## config.mk

```make
export PLATFORM = sky130hd
export DESIGN_NAME = stepper_s_curve_step_timer
export DESIGN_NICKNAME = d
export VERILOG_FILES = /design/src/design/sst_pkg.sv /design/src/design/sst_dpath.sv /design/src/design/sst_ctrl.sv /design/src/design/stepper_s_curve_step_timer.sv
export SDC_FILE = /design/constraint.sdc
export NUM_CORES = 2
export LEC_CHECK = 0
export BUFFER_PORTS_ARGS = -buffer_cell sky130_fd_sc_hd__buf_4
export CAP_MARGIN = 20
export CORE_MARGIN = 2
export CORE_UTILIZATION = 35
export DETAILED_ROUTE_END_ITERATION = 10
export HOLD_SLACK_MARGIN = 0.02
export PLACE_DENSITY = 0.6
export SLEW_MARGIN = 20
export SYNTH_ARGS = -nofsm -noshare
export SYNTH_HDL_FRONTEND = slang
export SYNTH_SLANG_ARGS = --single-unit
```

## constraint.sdc

```tcl
create_clock -name clk -period 7.55 [get_ports clk]
set_input_delay 1.51 -clock clk [delete_from_list [all_inputs] [get_ports clk]]
set_output_delay 1.51 -clock clk [all_outputs]
set_load 0.02 [all_outputs]
```

## src/design/sst_pkg.sv

```systemverilog
// Shared types, constants and op codes of the S-curve stepper step timer.
`timescale 1ns / 1ps

package sst_pkg;

	// Ramp table geometry.
	localparam int TABLE_DEPTH = 256;
	localparam int TABLE_AW    = 8;
	localparam int RAMP_W      = TABLE_AW + 1;

	// First table entry at or above this value ends the ramp.
	localparam logic [15:0] RAMP_THRESH = 16'd798;

	// Operation codes of an input transaction.
	localparam logic [1:0] OP_LOAD  = 2'd0;
	localparam logic [1:0] OP_START = 2'd1;
	localparam logic [1:0] OP_TICK  = 2'd2;
	localparam logic [1:0] OP_STOP  = 2'd3;

	// One input item.
	typedef struct packed {
		logic [1:0]         op;
		logic [7:0]         table_index;
		logic [15:0]        table_value;
		logic signed [31:0] target_position;
	} sst_in_t;

	// One result item.
	typedef struct packed {
		logic               step_strobe;
		logic               direction;
		logic [31:0]        period;
		logic               period_valid;
		logic signed [31:0] position;
		logic               move_done;
	} sst_out_t;

	// Commands from the controller to the datapath.
	typedef struct packed {
		logic latch;
		logic load_wr;
		logic start;
		logic scan_rd;
		logic scan_cmp;
		logic tick;
		logic stop;
		logic div_init;
		logic div_step;
		logic out_load;
	} sst_cmd_t;

	// Status from the datapath to the controller.
	typedef struct packed {
		logic [1:0] op;
		logic       running;
		logic       ramp_zero;
		logic       scan_hit;
		logic       scan_last;
		logic       div_zero;
	} sst_sts_t;

endpackage

```

## src/design/sst_dpath.sv

```systemverilog
// Datapath: ramp table memory, move state, ramp scan and iterative period divider.
`timescale 1ns / 1ps

module sst_dpath (
	input  logic             clk,
	input  logic             arst_n,
	input  sst_pkg::sst_in_t cmd_data,
	input  logic             cfg_valid,
	input  logic [31:0]      cfg_data,
	input  sst_pkg::sst_cmd_t cmd,
	output sst_pkg::sst_sts_t sts,
	output sst_pkg::sst_out_t rsp_data
);
	import sst_pkg::*;

	logic [15:0]         mem [TABLE_DEPTH];
	sst_in_t             item_q;
	logic [31:0]         pos_q;
	logic [31:0]         steps_q;
	logic [31:0]         total_q;
	logic [RAMP_W-1:0]   ramp_q;
	logic [RAMP_W-1:0]   decel_q;
	logic                dir_q;
	logic                run_q;
	logic [31:0]         spd_q;
	logic [TABLE_AW-1:0] scan_q;
	logic [15:0]         rd_q;
	logic [16:0]         rem_q;
	logic [31:0]         quo_q;
	logic [15:0]         dvs_q;
	logic                pulse_q;
	logic                pvalid_q;
	sst_out_t            rsp_q;

	logic signed [32:0]  delta;
	logic [32:0]         mag;
	logic                accel;
	logic                cruise;
	logic                dec_room;
	logic [RAMP_W-1:0]   dec_idx;
	logic [RAMP_W-1:0]   tick_idx;
	logic [TABLE_AW-1:0] rd_addr;
	logic [32:0]         steps_inc;
	logic [16:0]         rem_sh;
	logic [17:0]         trial;
	sst_out_t            rsp_next;

	// Signed distance from the current position to the target.
	assign delta = $signed({item_q.target_position[31], item_q.target_position})
		- $signed({pos_q[31], pos_q});
	assign mag   = delta[32] ? (33'd0 - delta) : delta;

	// Phase of the current step and the table entry it uses.
	assign accel    = steps_q < {{(32-RAMP_W){1'b0}}, ramp_q};
	assign cruise   = ({1'b0, steps_q} + {{(33-RAMP_W){1'b0}}, ramp_q}) <= {1'b0, total_q};
	assign dec_room = decel_q < ramp_q;
	assign dec_idx  = dec_room ? (ramp_q - decel_q - RAMP_W'(1)) : '0;
	always_comb begin
		if (accel) begin
			tick_idx = steps_q[RAMP_W-1:0];
		end else if (cruise) begin
			tick_idx = ramp_q - RAMP_W'(1);
		end else begin
			tick_idx = dec_idx;
		end
	end
	assign rd_addr   = cmd.scan_rd ? scan_q : tick_idx[TABLE_AW-1:0];
	assign steps_inc = {1'b0, steps_q} + 33'd1;

	// One restoring division step.
	assign rem_sh = {rem_q[15:0], quo_q[31]};
	assign trial  = {1'b0, rem_sh} - {2'b00, dvs_q};

	// Status back to the controller.
	assign sts.op        = item_q.op;
	assign sts.running   = run_q;
	assign sts.ramp_zero = (ramp_q == '0);
	assign sts.scan_hit  = (rd_q >= RAMP_THRESH);
	assign sts.scan_last = (scan_q == TABLE_AW'(TABLE_DEPTH - 1));
	assign sts.div_zero  = (rd_q == 16'd0);

	// Table memory: one write port, one registered read port.
	always_ff @(posedge clk) begin
		if (cmd.load_wr) begin
			mem[item_q.table_index] <= item_q.table_value;
		end
		if (cmd.scan_rd || cmd.tick) begin
			rd_q <= mem[rd_addr];
		end
	end

	// Configuration register.
	always_ff @(posedge clk or negedge arst_n) begin
		if (!arst_n) begin
			spd_q <= '0;
		end else if (cfg_valid) begin
			spd_q <= cfg_data;
		end
	end

	// Move state.
	always_ff @(posedge clk or negedge arst_n) begin
		if (!arst_n) begin
			pos_q   <= '0;
			steps_q <= '0;
			total_q <= '0;
			ramp_q  <= '0;
			decel_q <= '0;
			dir_q   <= 1'b0;
			run_q   <= 1'b0;
		end else begin
			if (cmd.start) begin
				dir_q   <= delta[32];
				total_q <= mag[31:0];
				steps_q <= '0;
				decel_q <= '0;
				run_q   <= (mag[31:0] != 32'd0);
			end
			if (cmd.scan_cmp) begin
				if (sts.scan_hit) begin
					ramp_q <= {1'b0, scan_q};
				end else if (sts.scan_last) begin
					ramp_q <= RAMP_W'(TABLE_DEPTH);
				end
			end
			if (cmd.tick) begin
				pos_q   <= dir_q ? (pos_q - 32'd1) : (pos_q + 32'd1);
				steps_q <= steps_inc[31:0];
				if (steps_inc >= {1'b0, total_q}) begin
					run_q <= 1'b0;
				end
				if (!accel && !cruise && dec_room) begin
					decel_q <= decel_q + RAMP_W'(1);
				end
			end
			if (cmd.stop) begin
				run_q <= 1'b0;
			end
		end
	end

	// Item register, scan pointer, divider and per-item result flags.
	always_ff @(posedge clk) begin
		if (cmd.latch) begin
			item_q   <= cmd_data;
			pulse_q  <= 1'b0;
			pvalid_q <= 1'b0;
		end
		if (cmd.start) begin
			scan_q <= '0;
		end
		if (cmd.scan_cmp && !sts.scan_hit && !sts.scan_last) begin
			scan_q <= scan_q + TABLE_AW'(1);
		end
		if (cmd.tick) begin
			pulse_q  <= 1'b1;
			pvalid_q <= (ramp_q != '0);
		end
		if (cmd.div_init) begin
			dvs_q <= rd_q;
			rem_q <= '0;
			quo_q <= (rd_q == 16'd0) ? '1 : spd_q;
		end
		if (cmd.div_step) begin
			if (!trial[17]) begin
				rem_q <= trial[16:0];
				quo_q <= {quo_q[30:0], 1'b1};
			end else begin
				rem_q <= rem_sh;
				quo_q <= {quo_q[30:0], 1'b0};
			end
		end
		if (cmd.out_load) begin
			rsp_q <= rsp_next;
		end
	end

	// Result assembled from the state after the item.
	always_comb begin
		rsp_next.step_strobe  = pulse_q;
		rsp_next.direction    = dir_q;
		rsp_next.period       = pvalid_q ? quo_q : 32'd0;
		rsp_next.period_valid = pvalid_q;
		rsp_next.position     = pos_q;
		rsp_next.move_done    = !run_q;
	end
	assign rsp_data = rsp_q;

	// A running move always has steps left to issue.
	a_run_steps: assert property (@(posedge clk) disable iff (!arst_n)
		run_q |-> (steps_q < total_q))
		else $error("running with no steps left");

	// The deceleration walk never passes the ramp length.
	a_decel_bound: assert property (@(posedge clk) disable iff (!arst_n)
		decel_q <= ramp_q)
		else $error("decel count beyond ramp length");

	// The ramp length never exceeds the table depth.
	a_ramp_bound: assert property (@(posedge clk) disable iff (!arst_n)
		ramp_q <= RAMP_W'(TABLE_DEPTH))
		else $error("ramp length beyond table depth");

endmodule

```

## src/design/sst_ctrl.sv

```systemverilog
// Controller: sequences load, start scan, step tick, stop, divider and result hand-off.
`timescale 1ns / 1ps

module sst_ctrl (
	input  logic              clk,
	input  logic              arst_n,
	input  logic              cmd_valid,
	output logic              cmd_stall,
	output logic              rsp_valid,
	input  logic              rsp_stall,
	input  sst_pkg::sst_sts_t sts,
	output sst_pkg::sst_cmd_t cmd
);
	import sst_pkg::*;

	localparam logic [2:0] S_IDLE     = 3'd0;
	localparam logic [2:0] S_DECODE   = 3'd1;
	localparam logic [2:0] S_SCAN_RD  = 3'd2;
	localparam logic [2:0] S_SCAN_CMP = 3'd3;
	localparam logic [2:0] S_DIV_INIT = 3'd4;
	localparam logic [2:0] S_DIV      = 3'd5;
	localparam logic [2:0] S_FINISH   = 3'd6;

	logic [2:0] state_q;
	logic [2:0] state_d;
	logic [4:0] cnt_q;
	logic       rsp_valid_q;
	logic       slot_free;

	assign cmd_stall = (state_q != S_IDLE);
	assign rsp_valid = rsp_valid_q;
	assign slot_free = !rsp_valid_q || !rsp_stall;

	// Next state and datapath commands.
	always_comb begin
		state_d = state_q;
		cmd     = '0;
		case (state_q)
			S_IDLE: begin
				if (cmd_valid) begin
					cmd.latch = 1'b1;
					state_d   = S_DECODE;
				end
			end
			S_DECODE: begin
				case (sts.op)
					OP_LOAD: begin
						cmd.load_wr = 1'b1;
						state_d     = S_FINISH;
					end
					OP_START: begin
						cmd.start = 1'b1;
						state_d   = S_SCAN_RD;
					end
					OP_TICK: begin
						if (sts.running) begin
							cmd.tick = 1'b1;
							state_d  = sts.ramp_zero ? S_FINISH : S_DIV_INIT;
						end else begin
							state_d = S_FINISH;
						end
					end
					default: begin
						cmd.stop = 1'b1;
						state_d  = S_FINISH;
					end
				endcase
			end
			S_SCAN_RD: begin
				cmd.scan_rd = 1'b1;
				state_d     = S_SCAN_CMP;
			end
			S_SCAN_CMP: begin
				cmd.scan_cmp = 1'b1;
				state_d      = (sts.scan_hit || sts.scan_last) ? S_FINISH : S_SCAN_RD;
			end
			S_DIV_INIT: begin
				cmd.div_init = 1'b1;
				state_d      = sts.div_zero ? S_FINISH : S_DIV;
			end
			S_DIV: begin
				cmd.div_step = 1'b1;
				if (cnt_q == '1) begin
					state_d = S_FINISH;
				end
			end
			S_FINISH: begin
				if (slot_free) begin
					cmd.out_load = 1'b1;
					state_d      = S_IDLE;
				end
			end
			default: begin
				state_d = S_IDLE;
			end
		endcase
	end

	// State, divider step count and output valid.
	always_ff @(posedge clk or negedge arst_n) begin
		if (!arst_n) begin
			state_q     <= S_IDLE;
			cnt_q       <= '0;
			rsp_valid_q <= 1'b0;
		end else begin
			state_q <= state_d;
			if (cmd.div_init) begin
				cnt_q <= '0;
			end else if (cmd.div_step) begin
				cnt_q <= cnt_q + 5'd1;
			end
			if (cmd.out_load) begin
				rsp_valid_q <= 1'b1;
			end else if (!rsp_stall) begin
				rsp_valid_q <= 1'b0;
			end
		end
	end

	// A new result never overwrites one that is still held by the receiver.
	a_no_overwrite: assert property (@(posedge clk) disable iff (!arst_n)
		cmd.out_load |-> slot_free)
		else $error("result register overwritten while stalled");

endmodule

```

## src/design/stepper_s_curve_step_timer.sv

```systemverilog
// Top level of the S-curve stepper step timer: controller plus datapath.
//
// Input channel (cmd_valid / cmd_stall / cmd_data): one transaction per
// operation: load a ramp table entry, start a move to an absolute target,
// step tick, or stop. Output channel (rsp_valid / rsp_stall / rsp_data):
// exactly one result per input transaction, in order.
// Configuration channel (cfg_valid / cfg_ready / cfg_data) writes the speed
// numerator; it is always ready. It is to be written only while the block
// is idle; the block itself does not enforce this. A tick during a move
// runs the bit-serial 32-step restoring divider, which is skipped with a
// zero ramp or a zero table entry; a start scans table entries in order
// through the single table read port. The next transaction is accepted
// once the result has moved into the output register, even if the
// receiver stalls.
// A stalled result holds its value until taken; while it is held, the next
// transaction runs but waits before its own result is written.
// Reset clears the position, move state and speed numerator; the table
// holds no defined values until loaded.
`timescale 1ns / 1ps

module stepper_s_curve_step_timer (
	input  logic              clk,
	input  logic              arst_n,
	input  logic              cmd_valid,
	output logic              cmd_stall,
	input  sst_pkg::sst_in_t  cmd_data,
	output logic              rsp_valid,
	input  logic              rsp_stall,
	output sst_pkg::sst_out_t rsp_data,
	input  logic              cfg_valid,
	output logic              cfg_ready,
	input  logic [31:0]       cfg_data
);
	import sst_pkg::*;

	sst_cmd_t cmd;
	sst_sts_t sts;

	// Configuration writes land in a single register, so they are never held off.
	assign cfg_ready = 1'b1;

	sst_ctrl u_ctrl (
		.clk       (clk),
		.arst_n    (arst_n),
		.cmd_valid (cmd_valid),
		.cmd_stall (cmd_stall),
		.rsp_valid (rsp_valid),
		.rsp_stall (rsp_stall),
		.sts       (sts),
		.cmd       (cmd)
	);

	sst_dpath u_dpath (
		.clk       (clk),
		.arst_n    (arst_n),
		.cmd_data  (cmd_data),
		.cfg_valid (cfg_valid),
		.cfg_data  (cfg_data),
		.cmd       (cmd),
		.sts       (sts),
		.rsp_data  (rsp_data)
	);

endmodule
```

Word-level counts from Yosys, hierarchy flattened --
Memories as Yosys holds them, arrays and structs flattened. A register that Yosys moved wholly into a read port is not among the register bits. Cells that the tools add are included.
Operators by class: $add $sub $neg 13, reduce and logical (&&, ||, !) cells 29, mux-type cells 58, equality and inequality tests 14, magnitude comparators 5
Operator list (count):
- 32-bit two-way mux | 7
- 16-bit two-way mux | 3
- 8-bit two-way mux | 6
- 9-bit two-way mux | 5
- 32-bit by 1-bit adder with 33-bit output (second input constant) | 1
- 32-bit by 9-bit adder with 33-bit output | 1
- 33-bit by 32-bit >= comparator with 1-bit output | 1
- 33-bit by 32-bit less-or-equal comparator with 1-bit output | 1
- 32-bit by 32-bit subtractor with 33-bit output | 1
- 32-bit by 1-bit adder with 32-bit output (second input constant) | 1
- 32-bit by 9-bit < comparator with 1-bit output | 1
- 32-bit nonzero test | 1
- 1-bit by 32-bit subtractor with 32-bit output (first input constant) | 1
- 32-bit by 1-bit subtractor with 32-bit output (second input constant) | 1
- 1-bit two-way mux | 24
- 3-bit case mux with 7 select lines | 1
- 17-bit by 16-bit subtractor with 18-bit output | 1
- 16-bit by 10-bit >= comparator with 1-bit output (second input constant) | 1
- 16-bit logical NOT | 1
- 8-bit by 1-bit subtractor with 8-bit output (second input constant) | 2
- 3-bit two-way mux | 5
- 5-bit two-way mux | 2
- 2-bit nonzero test | 5
- 9-bit by 1-bit adder with 9-bit output (second input constant) | 1
- 26 further kinds | 45
Word-level totals: word-level logic and storage cells 147, memory bits (writable) 4096, memories 1, bits in registers 357
Memories:
- u_dpath.mem | words 256, width 16, read ports 1, clocked after memory_dff 1, write ports 1, line sst_dpath.sv:16 | logic [15:0] mem [TABLE_DEPTH];

Longest topological paths before layout --
word-level depth 8, gate-level depth with buffers 38

Modules after synthesis --
From an unflattened synthesis, not the netlist that was laid out.
Second synthesis, totals: cells, all modules 14484, area, all modules 185858.3 sq um
Modules (own cells, without submodules):
- sst_dpath | instances 1, cells an instance 14403, area an instance 185180.1 sq um
- sst_ctrl | instances 1, cells an instance 79, area an instance 666.9 sq um
- stepper_s_curve_step_timer | instances 1, cells an instance 2, area an instance 11.3 sq um

Worst setup path after synthesis --
OpenSTA, ideal clock, no wires.
path kind reg-to-reg, start register u_dpath.ramp_q[1], end register u_dpath.rd_q[4] (read register of u_dpath.mem) (data pin), data required time 7275 ps, path slack 686 ps, arrival 6589 ps, library setup time 275 ps, period minus slack after synthesis 6864 ps, cell stages (with the launch flop) 35, path through dfrtp_1 > inv_1 > ha_1 > nand2b_1 > a21oi_1 > o21bai_1 > a21oi_1 > nor2_1 > o21bai_1 > a21oi_1 > nor2_1 > nor2_1 > o21bai_1 > nand3_1 > or3_1 > xnor2_1 > ha_1 > nand4_1 > or2_1 > or3_1 > a41oi_2 > o31ai_4 > a211oi_1 > a211o_1 > buf_2 > buf_2 > buf_2 > clkbuf_1 > mux4_2 > a22oi_1 > o221ai_1 > o21ai_1 > nand2_1 > nor4_1 > nand4_1
On the way: cells in the longest elaborated chain, start to end 6, elaborated cells on any way between the ends 11, classes of those cells 4 x add/sub; 3 x order compare; 4 x mux
RTL lines:
- from (decl) | line sst_dpath.sv:21 | logic [RAMP_W-1:0] ramp_q;
- from (signal assigned) | line sst_dpath.sv:121 | ramp_q <= {1'b0, scan_q};
- from (signal assigned) | line sst_dpath.sv:123 | ramp_q <= RAMP_W'(TABLE_DEPTH);
- branches (longest 4 deep; another with 32-bit by 9-bit adder with 33-bit output)
- 8-bit two-way mux * | line sst_dpath.sv:59 | if (accel) begin
- 8-bit two-way mux * | line sst_dpath.sv:67 | assign rd_addr = cmd.scan_rd ? scan_q : tick_idx[TABLE_AW-1:0];
- to (decl) | line sst_dpath.sv:27 | logic [15:0] rd_q;
Mark *: on every way between the ends. A chain may end at the register's enable or synchronous reset.

Worst setup path in the final report --
start register u_dpath.ramp_q[1], end register u_dpath.rd_q[10] (read register of u_dpath.mem) (data pin)
Same word-level chain as after synthesis.

==> impl_metrics.yaml <==
clock_network:
  cts_root_buf: "clkbuf_16"
  ctsLongestPathBuffers: 4
  worstSkewPairLatency_ps: 1070
  cts_tree: "built"
  h-tree-depth: 5
  clk_pin_slew_worst_paths_ps: 60
  cts_buffers: 441
  cts.sinks: 4469
placement:
  post-dp-hpwl_um: 360000
  dp.cells: 17000
  dpl-instance-area_um2: 196000
  portBuffers: 164
  globalplace.congestion: 0.926
timing:
  whs_ps: 437
  slew_violations: 0
  hold_viol_final: 0
  clock_skew_ps: 109
  max_slew_margin_pct: 3.71
  rsz0062_at_grt: "true"
  post-route-period-util_pct: 104
  fin_ws_ps: -289
  worst_pin_slew_ps: 1440
  finalSetupViolations: 7
  fmax_ghz: 0.128
  period_minus_slack_ps: 7840
grt:
  grt_pass1_wl_um: 783000
  grt_remaining_overflow: 0
  antenna_found_initial: 30
  grt_max_degree: 183
  grt_pass1_vias: 101000
  grt_usage_pct: 21.1
floorplan:
  initial_core_util_pct: 35.2
  die-area_um2: 518000
  pin_count: 166
  num_rows: 262
  die_x_um: 720
  core_area_um2: 510000
  dieHeight_um: 720
routing:
  postRouteAntennaNets: 0
  routed_wl_um: 565000
  wl_per_cell_um: 31.3
  drt_iter0_drc: 15900
  met3_length_um: 65300
  via_count: 104000
  wl_met1_um: 217000
  top_layer_used: "met5"
  firstDrtPassIters: 8
  dr_wl_met2_um: 258000
  avgViaCountPerCell: 5.73
  drc: 0
final_layout:
  nets: 11200
  instances_no_fill: 18100
  fillers: 43900
  drive_above_1_share_pct: 30.7
  fin_area_um2: 217000
  areaGrowthSynthToFinish_pct: 20.8
min_path:
  min_path_cells: 0
  hold-path-endpoint: "u_dpath.rsp_data[67]$_DFFE_PP_"
  hold_class: "register to register"
  hp-start: "u_dpath.pulse_q$_SDFFE_PP1P_"
worst_setup_path:
  arrival_ps: 8630
  max_stage_delay_ps: 490
  crit_type: "register to register"
  worst_setup_path_start_kind: "register"
  path_max_fanout: 20
  critical_path.top_delay_family: "simple AND/OR/NAND/NOR gates"
  r2r-start: "u_dpath.ramp_q[1]$_DFFE_PN0P_"
  reg2reg_depth: 36
  required_ps: 8340
  worst-path-buf-inv: 8
  reg2reg_to: "u_dpath.rd_q[10]$_DFFE_PP_"
  r2r_slack_ps: -290
  end_kind: "register"
  slowest_stage: "or4b_1"
pwr:
  swShare_pct: 32.5
  p_int_uw: 53400
  pwr-share-seq_pct: 36.9
  irDropWorstVdd_mv: 0.232
  switchingPower_uw: 25700
  pwr-share-comb_pct: 34.6
  totalPowerFinal_uw: 79100
  cellLeakagePower_uw: 0.0713
  powerDensity_nw_per_um2: 365
  p_clk_share_pct: 28.6
synth:
  avgSynthCellArea_um2: 18.7
  synth_common_cells: "4311 x edfxtp_1, 980 x mux4_2, 697 x nand2_1"
  ys_ff_latch: 4469
  yosysSeqAreaShare_pct: 74.4
  synth-edff-count: 4311
  ys_types: 98
  syn_area_um2: 179000
  syn-num-nets: 9888
  synth_most_common_cell: "edfxtp_1"
  synthCells: 9602
  synthTopCellsByArea: "edfxtp_1 72%, mux4_2 12%, dfrtp_1 2.2%"
  synth_top_area_share_pct: 72.2
  async_reset_ff_share_pct: 3.51
  yosys_warnings: 0
  yosys.area.top_type: "edfxtp_1"
  synthFlopType: "edfxtp_1"
run:
  max_cap_violations: 0
outcome:
  violations: "setup timing"
  outcome: "complete, but fails checks"
[metal layers]
metal | vias to the layer above | track usage (%)
met5 | - | 0
met4 | 16 | 8.42
met3 | 1015 | 5.00
met2 | 6448 | 32.5
met1 | 54400 | 28.9
li1 | 41800 | -
[cell usage in the layout, fill, tap and decap left out, types with 41 or more instances in the layout]
cell type,n
o21ai_0,226
clkinv_2,76
mux2i_1,45
nor2_1,384
nor2_4,63
ha_1,183
edfxtp_1,4311
a21oi_1,208
inv_1,163
clkinv_1,97
buf_12,134
nor2_2,54
clkbuf_1,87
bufinv_16,52
nor3_1,92
a22oi_1,46
xnor2_1,97
and2_1,41
xor2_1,71
a22o_1,43
mux4_2,980
buf_4,1118
dfrtp_1,157
nand3_1,221
nand2_1,671
nand4_1,78
o22ai_1,134
buf_6,77
a21o_1,41
clkbuf_16,454
a31oi_1,61
[power by group through the flow]
stage	clock, µW	combinational, µW	sequential, µW
finish	22600	27400	29200
global route	23800	28600	29200
CTS	22800	26000	29100
detailed placement	0	24100	29600
global placement	0	23800	29600
floorplan	0	13900	30100
[stage by stage]
stage,worst slack (ps),setup TNS [ps],util [%]
floorplan,686,0,-
global placement,-1480,-16480,38.5
detailed placement,-1220,-11010,38.5
CTS,-312,-1110,42.0
global route,-422,-3770,42.5
finish,-289,-626,42.5
[area by class of cell]
type | instances | area [µm²] | share of cell area [%]
flip-flops and latches | 4469 | 133000 | 61.6
multi-input cells | 4465 | 45200 | 20.9
repair buffers | 1414 | 14000 | 6.46
clock buffers | 538 | 11600 | 5.34
well taps | 6732 | 8420 | 3.89
clock inverters | 286 | 3310 | 1.53
inverters | 166 | 626 | 0.289
diodes | 13 | 32.5 | 0.0150
[logic make-up (layout without fill, tap and decap cells)]
family                     count (synthesis)  count (layout)  share of synthesized area, %
xor gates and xnor gates                 169             169                         0.826
buffers and inverters                    668            2404                          1.74
adders and majority gates                191             191                          1.35
muxes                                   1063            1063                          12.8
DFF                                     4469            4469                          74.4
and+or+nand+nor                         1908            1908                          4.80
AOI/OAI and AO/OA                       1133            1133                          4.07
other                                      1              14                       0.00209
[how the worst max path moves through the flow]
| stage | start | end | slack (ps) | depth (start not counted) |
|---|---|---|---|---|
| floorplan | u_dpath.ramp_q[1]$_DFFE_PN0P_ | u_dpath.rd_q[4]$_DFFE_PP_ | 690 | 34 |
| detailed placement | u_dpath.ramp_q[1]$_DFFE_PN0P_ | u_dpath.rd_q[2]$_DFFE_PP_ | -1220 | 35 |
| global placement | u_dpath.ramp_q[1]$_DFFE_PN0P_ | u_dpath.rd_q[2]$_DFFE_PP_ | -1480 | 37 |
| CTS | u_dpath.steps_q[1]$_DFFE_PN0P_ | u_dpath.rd_q[10]$_DFFE_PP_ | -310 | 35 |
| global route | u_dpath.ramp_q[1]$_DFFE_PN0P_ | u_dpath.rd_q[10]$_DFFE_PP_ | -420 | 38 |
| finish | u_dpath.ramp_q[1]$_DFFE_PN0P_ | u_dpath.rd_q[10]$_DFFE_PP_ | -290 | 36 |
[repair_timing]
item	in CTS	in global routing
setup endpoints to repair	16	16
resized for setup	308	231
pin swaps	68	95
hold buffers	0	0
gates cloned	21	9
setup buffers	99	101
[registers in the layout, indices dropped and copies added, names as in the netlist, 32 cells and up]
name and cells:
u_dpath.mem 4096, u_dpath.rsp_data 68, u_dpath.total_q 32, u_dpath.quo_q 32, u_dpath.item_q 56, u_dpath.spd_q 32, u_dpath.pos_q 32, u_dpath.steps_q 32
Note: power is estimated with default switching activity, not from simulation.
